File: src/hw/rtl/rcsfc_pkg.sv
`default_nettype none

package rcsfc_pkg;

   localparam int ADC_BITS = 12;

   // Divider sizing: numerator is a stick offset times 100, denominator a span.
   localparam int NUM_W     = ADC_BITS + 7;
   localparam int DEN_W     = ADC_BITS;
   localparam int DIV_STEPS = (NUM_W + 1) / 2;
   localparam int NUM_PAD   = 2 * DIV_STEPS;
   localparam int DIV_CNT_W = $clog2(DIV_STEPS);

   localparam int QUEUE_DEPTH = 2;
   localparam int Q_PTR_W     = (QUEUE_DEPTH > 1) ? $clog2(QUEUE_DEPTH) : 1;
   localparam int Q_CNT_W     = $clog2(QUEUE_DEPTH + 1);

   localparam int REQ_W  = 80;
   localparam int RSP_W  = 48;
   localparam int CSR_IW = 3;
   localparam int CSR_DW = 16;

   localparam int CMD_MAX         = 100;
   localparam int LINK_TIMEOUT_MS = 1000;
   localparam int BLINK_FAST_MS   = 100;
   localparam int BLINK_SLOW_MS   = 500;

   typedef enum logic [CSR_IW-1:0] {
      CSR_THROTTLE_CENTER = 3'd0,
      CSR_STEER_CENTER    = 3'd1,
      CSR_ADC_FULL_SCALE  = 3'd2,
      CSR_DEAD_BAND       = 3'd3,
      CSR_TRIM_STEP_SIZE  = 3'd4,
      CSR_TRIM_LIMIT      = 3'd5,
      CSR_FRAME_INTERVAL  = 3'd6,
      CSR_TRIM_REPEAT     = 3'd7
   } csr_idx_type;

   typedef struct packed {
      logic [ADC_BITS-1:0] throttle_center;
      logic [ADC_BITS-1:0] steer_center;
      logic [ADC_BITS-1:0] adc_full_scale;
      logic [6:0]          dead_band;
      logic [6:0]          trim_step_size;
      logic [6:0]          trim_limit;
      logic [15:0]         frame_interval_ms;
      logic [15:0]         trim_gap_ms;
   } cfg_type;

   typedef struct packed {
      logic [ADC_BITS-1:0] raw_throttle;
      logic [ADC_BITS-1:0] raw_steer;
      logic [ADC_BITS-1:0] raw_gain;
      logic                frame_sent;
      logic [7:0]          frame_seq;
      logic signed [1:0]   gyro_direction;
      logic signed [7:0]   trim_now;
      logic                link_up;
      logic                led_level;
   } job_type;

   typedef struct packed {
      logic full;
      logic empty;
   } q_stat_type;

   typedef struct packed {
      logic busy;
      logic done;
   } div_stat_type;

   typedef struct packed {
      logic neg;
      logic zero;
      logic low;
   } lane_meta_type;

endpackage

`default_nettype wire

File: src/hw/rtl/rcsfc_front.sv
`default_nettype none

module rcsfc_front (
   input  wire                              clock,
   input  wire                              reset,
   input  wire                              req_tvalid,
   output logic                             req_tready,
   input  wire  [rcsfc_pkg::REQ_W-1:0]      req_tdata,
   input  rcsfc_pkg::cfg_type               cfg,
   input  rcsfc_pkg::q_stat_type            q_stat,
   output logic                             push,
   output rcsfc_pkg::job_type               push_job
);

   logic signed [7:0] trim_ff, trim_in;
   logic [7:0]        seq_ff, seq_in;
   logic [31:0]       last_frame_ff, last_frame_in;
   logic [31:0]       last_trim_ff, last_trim_in;
   logic [31:0]       last_ack_ff, last_ack_in;
   logic [31:0]       last_blink_ff, last_blink_in;
   logic              link_ff, link_in;
   logic              led_ff, led_in;

   logic [31:0] now_ms;
   logic        press_left, press_right, press_zero, press_reverse, ack_seen;
   logic [31:0] elapsed_trim, elapsed_frame, elapsed_ack, elapsed_blink;
   logic [6:0]  lim;
   logic signed [9:0] trim_wide, step_wide, lim_wide, trim_down, trim_up;
   logic        frame_due;

   function automatic logic signed [7:0] clamp_trim(input logic signed [9:0] v,
                                                    input logic signed [9:0] l);
      logic signed [9:0] r;
      r = v;
      if (v < -l) r = -l;
      if (v > l)  r = l;
      return r[7:0];
   endfunction

   assign now_ms        = req_tdata[31:0];
   assign press_left    = req_tdata[68];
   assign press_right   = req_tdata[69];
   assign press_zero    = req_tdata[70];
   assign press_reverse = req_tdata[71];
   assign ack_seen      = req_tdata[72];

   assign req_tready = !q_stat.full;
   assign push       = req_tvalid && req_tready;

   always_comb begin
      elapsed_trim  = now_ms - last_trim_ff;
      elapsed_frame = now_ms - last_frame_ff;
      elapsed_ack   = now_ms - last_ack_ff;
      elapsed_blink = now_ms - last_blink_ff;

      lim       = (cfg.trim_limit > 7'(rcsfc_pkg::CMD_MAX)) ? 7'(rcsfc_pkg::CMD_MAX)
                                                             : cfg.trim_limit;
      trim_wide = {{2{trim_ff[7]}}, trim_ff};
      step_wide = {3'b000, cfg.trim_step_size};
      lim_wide  = {3'b000, lim};
      trim_down = trim_wide - step_wide;
      trim_up   = trim_wide + step_wide;

      last_ack_in = ack_seen ? now_ms : last_ack_ff;

      trim_in      = trim_ff;
      last_trim_in = last_trim_ff;
      if (elapsed_trim >= {16'h0000, cfg.trim_gap_ms}) begin
         if (press_zero) begin
            trim_in = 8'sd0;
         end else if (press_left) begin
            trim_in = clamp_trim(trim_down, lim_wide);
         end else if (press_right) begin
            trim_in = clamp_trim(trim_up, lim_wide);
         end
         if (press_left || press_right || press_zero) begin
            last_trim_in = now_ms;
         end
      end

      frame_due     = elapsed_frame >= {16'h0000, cfg.frame_interval_ms};
      last_frame_in = frame_due ? now_ms : last_frame_ff;
      seq_in        = frame_due ? seq_ff + 8'd1 : seq_ff;

      // A fresh ack restarts the timeout, so only the old timestamp can expire.
      link_in = ack_seen ||
                (link_ff && !(elapsed_ack > 32'(rcsfc_pkg::LINK_TIMEOUT_MS)));

      last_blink_in = last_blink_ff;
      led_in        = led_ff;
      if (elapsed_blink > (link_in ? 32'(rcsfc_pkg::BLINK_FAST_MS)
                                   : 32'(rcsfc_pkg::BLINK_SLOW_MS))) begin
         last_blink_in = now_ms;
         led_in        = !led_ff;
      end

      push_job.raw_throttle   = req_tdata[43:32];
      push_job.raw_steer      = req_tdata[55:44];
      push_job.raw_gain       = req_tdata[67:56];
      push_job.frame_sent     = frame_due;
      push_job.frame_seq      = frame_due ? seq_in : 8'd0;
      push_job.gyro_direction = press_reverse ? -2'sd1 : 2'sd1;
      push_job.trim_now       = trim_in;
      push_job.link_up        = link_in;
      push_job.led_level      = led_in;
   end

   always_ff @(posedge clock) begin
      if (reset) begin
         trim_ff       <= 8'sd0;
         seq_ff        <= 8'd0;
         last_frame_ff <= 32'd0;
         last_trim_ff  <= 32'd0;
         last_ack_ff   <= 32'd0;
         last_blink_ff <= 32'd0;
         link_ff       <= 1'b0;
         led_ff        <= 1'b1;
      end else if (push) begin
         trim_ff       <= trim_in;
         seq_ff        <= seq_in;
         last_frame_ff <= last_frame_in;
         last_trim_ff  <= last_trim_in;
         last_ack_ff   <= last_ack_in;
         last_blink_ff <= last_blink_in;
         link_ff       <= link_in;
         led_ff        <= led_in;
      end
   end

endmodule

`default_nettype wire

File: src/hw/rtl/rcsfc_queue.sv
`default_nettype none

module rcsfc_queue (
   input  wire                       clock,
   input  wire                       reset,
   input  wire                       push,
   input  rcsfc_pkg::job_type        push_job,
   input  wire                       pop,
   output rcsfc_pkg::job_type        head_job,
   output rcsfc_pkg::q_stat_type     q_stat
);

   rcsfc_pkg::job_type mem_ff [rcsfc_pkg::QUEUE_DEPTH];

   logic [rcsfc_pkg::Q_PTR_W-1:0] wr_ptr_ff, wr_ptr_in;
   logic [rcsfc_pkg::Q_PTR_W-1:0] rd_ptr_ff, rd_ptr_in;
   logic [rcsfc_pkg::Q_CNT_W-1:0] count_ff, count_in;

   localparam logic [rcsfc_pkg::Q_PTR_W-1:0] LAST_PTR =
      rcsfc_pkg::Q_PTR_W'(rcsfc_pkg::QUEUE_DEPTH - 1);
   localparam logic [rcsfc_pkg::Q_CNT_W-1:0] FULL_CNT =
      rcsfc_pkg::Q_CNT_W'(rcsfc_pkg::QUEUE_DEPTH);

   assign q_stat.full  = count_ff == FULL_CNT;
   assign q_stat.empty = count_ff == '0;
   assign head_job     = mem_ff[rd_ptr_ff];

   always_comb begin
      wr_ptr_in = wr_ptr_ff;
      rd_ptr_in = rd_ptr_ff;
      count_in  = count_ff;
      if (push) begin
         wr_ptr_in = (wr_ptr_ff == LAST_PTR) ? '0 : wr_ptr_ff + 1'b1;
      end
      if (pop) begin
         rd_ptr_in = (rd_ptr_ff == LAST_PTR) ? '0 : rd_ptr_ff + 1'b1;
      end
      if (push && !pop) begin
         count_in = count_ff + 1'b1;
      end else if (pop && !push) begin
         count_in = count_ff - 1'b1;
      end
   end

   always_ff @(posedge clock) begin
      if (reset) begin
         wr_ptr_ff <= '0;
         rd_ptr_ff <= '0;
         count_ff  <= '0;
      end else begin
         wr_ptr_ff <= wr_ptr_in;
         rd_ptr_ff <= rd_ptr_in;
         count_ff  <= count_in;
      end
   end

   always_ff @(posedge clock) begin
      if (push) begin
         mem_ff[wr_ptr_ff] <= push_job;
      end
   end

   a_no_overflow: assert property (@(posedge clock) disable iff (reset)
      push |-> (!q_stat.full || pop))
      else $error("request pushed into a full queue");

   a_no_underflow: assert property (@(posedge clock) disable iff (reset)
      pop |-> !q_stat.empty)
      else $error("pop from an empty queue");

   a_count_bound: assert property (@(posedge clock) disable iff (reset)
      count_ff <= FULL_CNT)
      else $error("queue count beyond depth");

endmodule

`default_nettype wire

File: src/hw/rtl/rcsfc_div.sv
`default_nettype none

module rcsfc_div (
   input  wire                              clock,
   input  wire                              reset,
   input  wire                              start,
   input  wire  [rcsfc_pkg::NUM_W-1:0]      num,
   input  wire  [rcsfc_pkg::DEN_W-1:0]      den,
   output logic [rcsfc_pkg::NUM_W-1:0]      quot,
   output rcsfc_pkg::div_stat_type          stat
);

   localparam int DW = rcsfc_pkg::DEN_W;
   localparam int PW = rcsfc_pkg::NUM_PAD;
   localparam logic [rcsfc_pkg::DIV_CNT_W-1:0] LAST_CNT =
      rcsfc_pkg::DIV_CNT_W'(rcsfc_pkg::DIV_STEPS - 1);

   logic                            busy_ff, busy_in;
   logic [rcsfc_pkg::DIV_CNT_W-1:0] cnt_ff, cnt_in;
   logic [PW-1:0]                   work_ff, work_in;
   logic [PW-1:0]                   quot_ff, quot_in;
   logic [DW-1:0]                   rem_ff, rem_in;
   logic [DW-1:0]                   den_ff, den_in;

   logic [DW:0]   try_hi, try_lo;
   logic [DW-1:0] rem_mid;
   logic          bit_hi, bit_lo;

   assign stat.busy = busy_ff;
   assign stat.done = busy_ff && (cnt_ff == LAST_CNT);
   assign quot      = quot_ff[rcsfc_pkg::NUM_W-1:0];

   // Two restoring steps per cycle; the remainder stays below the divisor when the divisor is nonzero.
   always_comb begin
      try_hi  = {rem_ff, work_ff[PW-1]};
      bit_hi  = try_hi >= {1'b0, den_ff};
      rem_mid = bit_hi ? DW'(try_hi - {1'b0, den_ff}) : try_hi[DW-1:0];
      try_lo  = {rem_mid, work_ff[PW-2]};
      bit_lo  = try_lo >= {1'b0, den_ff};

      busy_in = busy_ff;
      cnt_in  = cnt_ff;
      work_in = work_ff;
      quot_in = quot_ff;
      rem_in  = rem_ff;
      den_in  = den_ff;
      if (start) begin
         busy_in = 1'b1;
         cnt_in  = '0;
         work_in = PW'(num);
         quot_in = '0;
         rem_in  = '0;
         den_in  = den;
      end else if (busy_ff) begin
         work_in = {work_ff[PW-3:0], 2'b00};
         quot_in = {quot_ff[PW-3:0], bit_hi, bit_lo};
         rem_in  = bit_lo ? DW'(try_lo - {1'b0, den_ff}) : try_lo[DW-1:0];
         cnt_in  = cnt_ff + 1'b1;
         if (cnt_ff == LAST_CNT) begin
            busy_in = 1'b0;
         end
      end
   end

   always_ff @(posedge clock) begin
      if (reset) begin
         busy_ff <= 1'b0;
         cnt_ff  <= '0;
      end else begin
         busy_ff <= busy_in;
         cnt_ff  <= cnt_in;
      end
   end

   always_ff @(posedge clock) begin
      work_ff <= work_in;
      quot_ff <= quot_in;
      rem_ff  <= rem_in;
      den_ff  <= den_in;
   end

endmodule

`default_nettype wire

File: src/hw/rtl/rcsfc_back.sv
`default_nettype none

module rcsfc_back (
   input  wire                              clock,
   input  wire                              reset,
   input  rcsfc_pkg::cfg_type               cfg,
   input  rcsfc_pkg::q_stat_type            q_stat,
   input  rcsfc_pkg::job_type               head_job,
   output logic                             pop,
   output logic                             rsp_tvalid,
   input  wire                              rsp_tready,
   output logic [rcsfc_pkg::RSP_W-1:0]      rsp_tdata
);

   localparam int AB = rcsfc_pkg::ADC_BITS;
   localparam int NW = rcsfc_pkg::NUM_W;
   localparam int DW = rcsfc_pkg::DEN_W;
   localparam int VW = rcsfc_pkg::NUM_W + 2;
   localparam int LANES = 3;
   localparam logic signed [VW-1:0] V_MAX = VW'(rcsfc_pkg::CMD_MAX);
   localparam logic signed [8:0]    S_MAX = 9'(rcsfc_pkg::CMD_MAX);

   typedef enum logic [2:0] {
      B_IDLE = 3'b001,
      B_DIV  = 3'b010,
      B_POST = 3'b100
   } back_state_type;

   typedef struct packed {
      logic [NW-1:0]            num;
      logic [DW-1:0]            den;
      rcsfc_pkg::lane_meta_type meta;
   } lane_setup_type;

   back_state_type state_ff, state_in;

   rcsfc_pkg::job_type       job_ff;
   rcsfc_pkg::lane_meta_type meta_ff [LANES];
   lane_setup_type           setup [LANES];
   logic [NW-1:0]            quot [LANES];
   rcsfc_pkg::div_stat_type  dstat [LANES];
   logic [LANES-1:0]         lane_done;

   logic                     start;
   logic                     out_load;
   logic                     rsp_valid_ff, rsp_valid_in;
   logic                     o_sent_ff;
   logic signed [7:0]        o_throttle_ff, o_steer_ff, o_trim_ff;
   logic [7:0]               o_seq_ff;
   logic [6:0]               o_gain_ff;
   logic signed [1:0]        o_dir_ff;
   logic                     o_link_ff, o_led_ff;

   logic signed [7:0]        thr_v, str_v;
   logic signed [8:0]        str_sum;
   logic signed [7:0]        str_trim;
   logic [6:0]               gain_v;

   function automatic lane_setup_type stick_setup(input logic [AB-1:0] r,
                                                  input logic [AB-1:0] c,
                                                  input logic [AB-1:0] f);
      lane_setup_type s;
      logic signed [AB:0] span;
      span = $signed({1'b0, f}) - $signed({1'b0, c});
      if (r >= c) begin
         s.num       = NW'(r - c) * NW'(rcsfc_pkg::CMD_MAX);
         s.den       = span[AB] ? DW'(-span) : DW'(span[AB-1:0]);
         s.meta.neg  = span[AB];
         s.meta.zero = span == '0;
         s.meta.low  = 1'b0;
      end else begin
         // Below center the span is the center itself, which is above zero here.
         s.num       = NW'(r) * NW'(rcsfc_pkg::CMD_MAX);
         s.den       = DW'(c);
         s.meta.neg  = 1'b0;
         s.meta.zero = 1'b0;
         s.meta.low  = 1'b1;
      end
      return s;
   endfunction

   function automatic logic signed [7:0] stick_post(input logic [NW-1:0] q,
                                                    input rcsfc_pkg::lane_meta_type m,
                                                    input logic [6:0] db);
      logic signed [VW-1:0] v;
      logic signed [7:0]    c8;
      logic [7:0]           mag;
      v = $signed({2'b00, q});
      if (m.neg) v = -v;
      if (m.low) v = v - V_MAX;
      if (m.zero) v = '0;
      if (v < -V_MAX) v = -V_MAX;
      if (v > V_MAX)  v = V_MAX;
      c8  = v[7:0];
      mag = c8[7] ? 8'(-c8) : 8'(c8);
      if (mag <= {1'b0, db}) c8 = 8'sd0;
      return c8;
   endfunction

   always_comb begin
      setup[0] = stick_setup(head_job.raw_throttle, cfg.throttle_center, cfg.adc_full_scale);
      setup[1] = stick_setup(head_job.raw_steer, cfg.steer_center, cfg.adc_full_scale);
      setup[2].num       = NW'(head_job.raw_gain) * NW'(rcsfc_pkg::CMD_MAX);
      setup[2].den       = DW'(cfg.adc_full_scale);
      setup[2].meta.neg  = 1'b0;
      setup[2].meta.zero = cfg.adc_full_scale == '0;
      setup[2].meta.low  = 1'b0;
   end

   for (genvar i = 0; i < LANES; i++) begin : g_lane
      rcsfc_div u_div (
         .clock (clock),
         .reset (reset),
         .start (start),
         .num   (setup[i].num),
         .den   (setup[i].den),
         .quot  (quot[i]),
         .stat  (dstat[i])
      );
      assign lane_done[i] = dstat[i].done;

      always_ff @(posedge clock) begin
         if (start) begin
            meta_ff[i] <= setup[i].meta;
         end
      end
   end

   always_comb begin
      thr_v    = stick_post(quot[0], meta_ff[0], cfg.dead_band);
      str_v    = stick_post(quot[1], meta_ff[1], cfg.dead_band);
      str_sum  = $signed({str_v[7], str_v}) + $signed({job_ff.trim_now[7], job_ff.trim_now});
      str_trim = str_sum[7:0];
      if (str_sum > S_MAX)  str_trim = S_MAX[7:0];
      if (str_sum < -S_MAX) str_trim = 8'(-S_MAX);
      if (meta_ff[2].zero) begin
         gain_v = 7'd0;
      end else if (quot[2] > NW'(rcsfc_pkg::CMD_MAX)) begin
         gain_v = 7'(rcsfc_pkg::CMD_MAX);
      end else begin
         gain_v = quot[2][6:0];
      end
   end

   always_comb begin
      state_in = state_ff;
      start    = 1'b0;
      out_load = 1'b0;
      case (state_ff)
         B_IDLE: begin
            if (!q_stat.empty) begin
               start    = 1'b1;
               state_in = B_DIV;
            end
         end
         B_DIV: begin
            if (&lane_done) begin
               state_in = B_POST;
            end
         end
         B_POST: begin
            if (!rsp_valid_ff || rsp_tready) begin
               out_load = 1'b1;
               state_in = B_IDLE;
            end
         end
         default: begin
            state_in = B_IDLE;
         end
      endcase
   end

   assign pop = start;

   always_comb begin
      rsp_valid_in = rsp_valid_ff;
      if (out_load) begin
         rsp_valid_in = 1'b1;
      end else if (rsp_tready) begin
         rsp_valid_in = 1'b0;
      end
   end

   always_ff @(posedge clock) begin
      if (reset) begin
         state_ff     <= B_IDLE;
         rsp_valid_ff <= 1'b0;
      end else begin
         state_ff     <= state_in;
         rsp_valid_ff <= rsp_valid_in;
      end
   end

   always_ff @(posedge clock) begin
      if (start) begin
         job_ff <= head_job;
      end
      if (out_load) begin
         o_sent_ff     <= job_ff.frame_sent;
         o_throttle_ff <= job_ff.frame_sent ? thr_v : 8'sd0;
         o_steer_ff    <= job_ff.frame_sent ? str_trim : 8'sd0;
         o_seq_ff      <= job_ff.frame_seq;
         o_gain_ff     <= gain_v;
         o_dir_ff      <= job_ff.gyro_direction;
         o_trim_ff     <= job_ff.trim_now;
         o_link_ff     <= job_ff.link_up;
         o_led_ff      <= job_ff.led_level;
      end
   end

   assign rsp_tvalid = rsp_valid_ff;
   assign rsp_tdata  = {4'h0, o_led_ff, o_link_ff, o_trim_ff, o_dir_ff, o_gain_ff,
                        o_seq_ff, o_steer_ff, o_throttle_ff, o_sent_ff};

   a_div_running: assert property (@(posedge clock) disable iff (reset)
      (state_ff == B_DIV) |-> (dstat[0].busy && dstat[1].busy && dstat[2].busy))
      else $error("divider lanes idle while a request is being divided");

   a_load_shows: assert property (@(posedge clock) disable iff (reset)
      out_load |=> rsp_valid_ff)
      else $error("loaded result not presented");

   a_no_frame_zero: assert property (@(posedge clock) disable iff (reset)
      (rsp_valid_ff && !o_sent_ff) |->
      (o_throttle_ff == 8'sd0 && o_steer_ff == 8'sd0 && o_seq_ff == 8'd0))
      else $error("frame fields set in a pass without a frame");

   a_cmd_range: assert property (@(posedge clock) disable iff (reset)
      rsp_valid_ff |-> (o_gain_ff <= 7'd100 && o_throttle_ff <= 8'sd100 &&
                        o_throttle_ff >= -8'sd100 && o_steer_ff <= 8'sd100 &&
                        o_steer_ff >= -8'sd100))
      else $error("command outside the percent range");

endmodule

`default_nettype wire

File: src/hw/rtl/rc_stick_frame_conditioner.sv
`default_nettype none

// Channel   Direction  tdata fields, lowest bit up
// req_      in         now_ms 32, raw_throttle 12, raw_steer 12, raw_gain 12,
//                      press_left, press_right, press_zero, press_reverse, ack_seen
// rsp_      out        frame_sent, throttle_cmd 8, steer_cmd 8, frame_seq 8,
//                      gain_cmd 7, gyro_direction 2, trim_now 8, link_up, led_level
// csr_      in         write enable, register index 3, write data 16
//
// A request is accepted whenever the two-entry queue has room; the
// timing, trim, link and LED state is updated at the accepting edge.
// The back end takes each request through B_IDLE, which starts the divider lanes,
// B_DIV (three lanes, two quotient bits per cycle each) and B_POST, which loads the output.
// The result register lets the back end start the next request while a result waits.
// Reset is synchronous and restores control and config state to defaults; no clearing pass.
module rc_stick_frame_conditioner (
   input  wire                              clock,
   input  wire                              reset,
   input  wire                              req_tvalid,
   output logic                             req_tready,
   // now_ms, raw_throttle, raw_steer, raw_gain, press_left, press_right,
   // press_zero, press_reverse, ack_seen
   input  wire  [rcsfc_pkg::REQ_W-1:0]      req_tdata,
   output logic                             rsp_tvalid,
   input  wire                              rsp_tready,
   // frame_sent, throttle_cmd, steer_cmd, frame_seq, gain_cmd, gyro_direction,
   // trim_now, link_up, led_level
   output logic [rcsfc_pkg::RSP_W-1:0]      rsp_tdata,
   input  wire                              csr_we,
   input  wire  [rcsfc_pkg::CSR_IW-1:0]     csr_index,
   input  wire  [rcsfc_pkg::CSR_DW-1:0]     csr_wdata
);

   localparam int AB = rcsfc_pkg::ADC_BITS;

   rcsfc_pkg::cfg_type    cfg_ff, cfg_in;
   rcsfc_pkg::q_stat_type q_stat;
   rcsfc_pkg::job_type    push_job, head_job;
   logic                  push, pop;

   always_comb begin
      cfg_in = cfg_ff;
      if (csr_we) begin
         case (rcsfc_pkg::csr_idx_type'(csr_index))
            rcsfc_pkg::CSR_THROTTLE_CENTER: cfg_in.throttle_center   = csr_wdata[AB-1:0];
            rcsfc_pkg::CSR_STEER_CENTER:    cfg_in.steer_center      = csr_wdata[AB-1:0];
            rcsfc_pkg::CSR_ADC_FULL_SCALE:  cfg_in.adc_full_scale    = csr_wdata[AB-1:0];
            rcsfc_pkg::CSR_DEAD_BAND:       cfg_in.dead_band         = csr_wdata[6:0];
            rcsfc_pkg::CSR_TRIM_STEP_SIZE:  cfg_in.trim_step_size    = csr_wdata[6:0];
            rcsfc_pkg::CSR_TRIM_LIMIT:      cfg_in.trim_limit        = csr_wdata[6:0];
            rcsfc_pkg::CSR_FRAME_INTERVAL:  cfg_in.frame_interval_ms = csr_wdata;
            rcsfc_pkg::CSR_TRIM_REPEAT:     cfg_in.trim_gap_ms       = csr_wdata;
            default: cfg_in = cfg_ff;
         endcase
      end
   end

   always_ff @(posedge clock) begin
      if (reset) begin
         cfg_ff.throttle_center   <= AB'(2047);
         cfg_ff.steer_center      <= AB'(2047);
         cfg_ff.adc_full_scale    <= AB'(4095);
         cfg_ff.dead_band         <= 7'd5;
         cfg_ff.trim_step_size    <= 7'd1;
         cfg_ff.trim_limit        <= 7'd30;
         cfg_ff.frame_interval_ms <= 16'd20;
         cfg_ff.trim_gap_ms       <= 16'd150;
      end else begin
         cfg_ff <= cfg_in;
      end
   end

   rcsfc_front u_front (
      .clock      (clock),
      .reset      (reset),
      .req_tvalid (req_tvalid),
      .req_tready (req_tready),
      .req_tdata  (req_tdata),
      .cfg        (cfg_ff),
      .q_stat     (q_stat),
      .push       (push),
      .push_job   (push_job)
   );

   rcsfc_queue u_queue (
      .clock    (clock),
      .reset    (reset),
      .push     (push),
      .push_job (push_job),
      .pop      (pop),
      .head_job (head_job),
      .q_stat   (q_stat)
   );

   rcsfc_back u_back (
      .clock      (clock),
      .reset      (reset),
      .cfg        (cfg_ff),
      .q_stat     (q_stat),
      .head_job   (head_job),
      .pop        (pop),
      .rsp_tvalid (rsp_tvalid),
      .rsp_tready (rsp_tready),
      .rsp_tdata  (rsp_tdata)
   );

endmodule

`default_nettype wire
File: config.mk
export PLATFORM = sky130hd
export DESIGN_NAME = rc_stick_frame_conditioner
export DESIGN_NICKNAME = d
export VERILOG_FILES = /design/src/hw/rtl/rcsfc_pkg.sv /design/src/hw/rtl/rcsfc_front.sv /design/src/hw/rtl/rcsfc_queue.sv /design/src/hw/rtl/rcsfc_div.sv /design/src/hw/rtl/rcsfc_back.sv /design/src/hw/rtl/rc_stick_frame_conditioner.sv
export SDC_FILE = /design/constraint.sdc
export NUM_CORES = 2
export LEC_CHECK = 0
export ABC_AREA = 1
export BUFFER_PORTS_ARGS = -buffer_cell sky130_fd_sc_hd__buf_2
export CORE_MARGIN = 2
export CORE_UTILIZATION = 60
export CTS_BUF_LIST = sky130_fd_sc_hd__clkbuf_4
export DETAILED_ROUTE_END_ITERATION = 10
export GPL_TIMING_DRIVEN = 0
export PLACE_DENSITY = 0.87
export SYNTH_ARGS = -nofsm -noshare
export SYNTH_HDL_FRONTEND = slang
export SYNTH_SLANG_ARGS = --single-unit
File: constraint.sdc
create_clock -name clock -period 18.5 [get_ports clock]
set_input_delay 3.7 -clock clock [delete_from_list [all_inputs] [get_ports clock]]
set_output_delay 3.7 -clock clock [all_outputs]
set_load 0.02 [all_outputs]
==> results.py <==
metrics = {
    "hold_path": {
        "holdPathStages": 0,
        "hold_class": "flip-flop to flip-flop",
        "min_to": "u_back.o_dir_ff[1]$_DFFE_PP_",
        "min_from": "u_back.job_ff[11]$_DFFE_PP_",
    },
    "setup_path": {
        "r2r-start": "u_back.g_lane[1].u_div.quot_ff[0]$_SDFFE_PP0P_",
        "arrival_ns": 10.09,
        "crit_path_top_delay_cell": "dfxtp_1",
        "cp-startpoint": "u_back.g_lane[1].u_div.quot_ff[0]$_SDFFE_PP0P_",
        "cp_common_cell": "nand2_1",
        "cp.depth": 50,
        "path_class": "flip-flop to flip-flop",
        "reg2reg_to": "u_back.o_steer_ff[2]$_SDFFCE_PN0P_",
        "required_ns": 19.28,
        "critPathBufInv": 6,
        "critPathMaxStageDelay_ns": 0.51,
        "reg2reg_setup_slack_ns": 9.19,
        "crit_fanout": 10,
        "crit_family": "simple AND/OR/NAND/NOR gates",
        "critPathCaptureType": "flip-flop",
        "reg2regPathDepth": 50,
        "cp-start-kind": "flip-flop",
    },
    "sta": {
        "max_freq_mhz": 107.5,
        "tns_ns": 0,
        "rsz0062_at_grt": "no",
        "fin_crit_sh": 0.5030,
        "setup_viol": 0,
        "timing.hold.ws_ns": 0.4261,
        "worst_pin_slew_ns": 1.349,
        "hold_viol_final": 0,
        "slew_viol_final": 0,
        "min_period_ns": 9.306,
        "skew_ns": 0.06345,
        "layout_setup_ws_ns": 9.194,
        "max-slew-margin-rel": 0.1009,
    },
    "logic_synthesis": {
        "synth.distinct_cells": 76,
        "yosysMostFrequentCell": "nand2_1",
        "syn_area_um2": 49010,
        "synth-main-ff-cell": "dfxtp_1",
        "ys_seq_elements": 624,
        "async_flop_share": 0,
        "synth_warnings": 0,
        "synthDominantCellAreaShare": 0.1648,
        "synth_edf_count": 269,
        "yosys.area.top_type": "edfxtp_1",
        "syn_inst": 6586,
        "seq_area_frac_synth": 0.3098,
        "synth_common_cells": "nand2_1, inv_1, a21oi_1, ha_1, nor2_1",
        "avgSynthCellArea_um2": 7.442,
        "ys_top_cells_by_area": "edfxtp_1, dfxtp_1, ha_1",
    },
    "finish": {
        "layout.nets": 7628,
        "syn_to_final_growth_pct": 9.172,
        "drive_gt1_frac": 0.09150,
        "stdcell_count": 8106,
    },
    "placed_design": {
        "port_buffers": 137,
        "dp_hpwl_um": 108700,
        "gp_congestion": 0.9921,
        "dp_slack_ns": 9.116,
        "dp_cells": 7793,
    },
    "power": {
        "power_mw": 10.67,
        "leakage_nw": 25.84,
        "ir_worst_vdd_mv": 0.2024,
        "power.density_nw_per_um2": 199.4,
    },
    "grt": {
        "antenna_found_initial": 19,
        "grt_pass1_vias": 44657,
        "use_met3": 0.05997,
        "grt_overflow_total": 0,
        "grt_max_degree": 39,
        "grt-busiest-layer": "met2",
        "grt_usage": 0.3285,
        "globalRouteMet1Util": 0.4021,
        "use_met2": 0.5429,
        "grt_pass1_wl_um": 223900,
    },
    "cts": {
        "numCtsBuffers": 168,
        "cts_resized": 0,
        "clockBufferDepth": 3,
        "cts_max_level": 4,
        "ctsHoldBuffers": 0,
        "cts_sinks": 624,
        "cts_root_buf": "clkbuf_4",
        "clock_latency_ns": 1.08,
        "tritoncts": "done",
        "post-cts-setup-buffers": 0,
        "clk_pin_slew_ns": 0.07,
    },
    "routing": {
        "wl_per_cell_um": 17.27,
        "finalWirelength_um": 140000,
        "drc": 0,
        "vias": 45946,
        "viasPerCell": 5.668,
        "drtAntennaViolNets": 0,
        "drtPass1Iterations": 6,
        "drt-initial-drc-count": 3869,
    },
    "die": {
        "fp-row-count": 104,
        "start_util": 0.6075,
        "dieArea_um2": 83990,
        "pin_count": 154,
        "die_w_um": 289.8,
        "fp.coreArea_um2": 80680,
        "die_y_um": 289.8,
    },
    "run_status": {
        "status": "finished clean",
    },
    "run": {
        "cap_violations": 0,
    },
}
## state kept, by name, summed over array words and instances, names as in the netlist, 36 cells and up, named ones only
signal                       count
u_back.g_lane.u_div.rem_ff      36
u_back.g_lane.u_div.work_ff     54
u_back.g_lane.u_div.quot_ff     57
cfg_ff                          89
u_queue.mem_ff                 112
u_back.g_lane.u_div.den_ff      36
## layer usage
layer | part of all wire | vias up
li1 | - | 22616
met1 | 0.41 | 21102
met2 | 0.45 | 1779
met3 | 0.079 | 429
met4 | 0.059 | 20
met5 | 0.00091 | -
## power breakdown
group / switching (mW) / internal [mW] / leakage [nW]
Sequential: 0.138 / 1.89 / 5.43
Clock: 0.623 / 0.707 / 1.32
Combinational: 4.73 / 2.58 / 19.1
## cells in the final DEF, fill, tap and decap left out, types with 21 or more instances in the layout
master | netlist | final
or2_2 | 22 | 22
edfxtp_1 | 269 | 269
fa_1 | 62 | 62
inv_2 | 30 | 31
o21bai_1 | 54 | 54
ha_1 | 559 | 559
mux2_2 | 32 | 32
a31oi_1 | 28 | 28
xor2_1 | 166 | 166
dfxtp_1 | 355 | 355
a21o_1 | 37 | 37
o22ai_1 | 64 | 64
inv_1 | 1057 | 1057
nand3_1 | 292 | 292
xnor2_1 | 76 | 76
o211ai_1 | 67 | 67
clkinv_1 | 5 | 52
o21ai_1 | 23 | 24
nand4_1 | 77 | 77
clkbuf_4 | 0 | 230
o21ai_0 | 437 | 436
nand2_1 | 1272 | 1272
nor3_1 | 80 | 80
clkbuf_1 | 99 | 96
a21oi_1 | 564 | 564
buf_2 | 23 | 162
nor2_2 | 21 | 21
nor2_1 | 550 | 547
## final cells by class
cell class,count,area [um2]
fillers,6815,27170
multi-input cells,4713,29010
well taps,1060,1326
repair buffers,144,825.8
clock inverters,75,558.0
inverters,1092,4099
plain buffers,160,763.2
flip-flops and latches,624,15180
diodes,8,20.02
clock buffers,230,1727
## cells by family (layout without fill, tap and decap cells)
| kind of cell | count (synthesis) | after routing | share of synthesized area |
|---|---|---|---|
| simple gates | 2429 | 2429 | 0.2116 |
| compound gates | 1378 | 1378 | 0.1590 |
| mux | 34 | 34 | 0.007761 |
| xor+xnor | 246 | 246 | 0.04457 |
| other cells | 2 | 13 | 0.0001532 |
| fa+ha+maj | 621 | 621 | 0.1680 |
| buf+inv | 1252 | 1701 | 0.09910 |
| flops | 624 | 624 | 0.3098 |
## per-stage QoR
step / instance area (um2) / utilization
6_report: 53510 / 0.6632
5_1_grt: 53500 / 0.6632
4_1_cts: 53490 / 0.6630
3_5_place_dp: 51200 / 0.6346
3_3_place_gp: 51040 / 0.6326
2_1_floorplan: 49020 / -
## worst max path at each step
stage / end / slack [ns]
floorplan: u_front.last_blink_ff[10]$_SDFFE_PP0P_ / 10.87
global placement: u_front.last_blink_ff[10]$_SDFFE_PP0P_ / 9.24
detailed placement: u_front.last_blink_ff[8]$_SDFFE_PP0P_ / 9.12
CTS: u_back.o_steer_ff[2]$_SDFFCE_PN0P_ / 9.32
global route: u_back.o_steer_ff[2]$_SDFFCE_PN0P_ / 8.20
finish: u_back.o_steer_ff[2]$_SDFFCE_PN0P_ / 9.19
No activity file was read; power rests on OpenSTA's default activity.
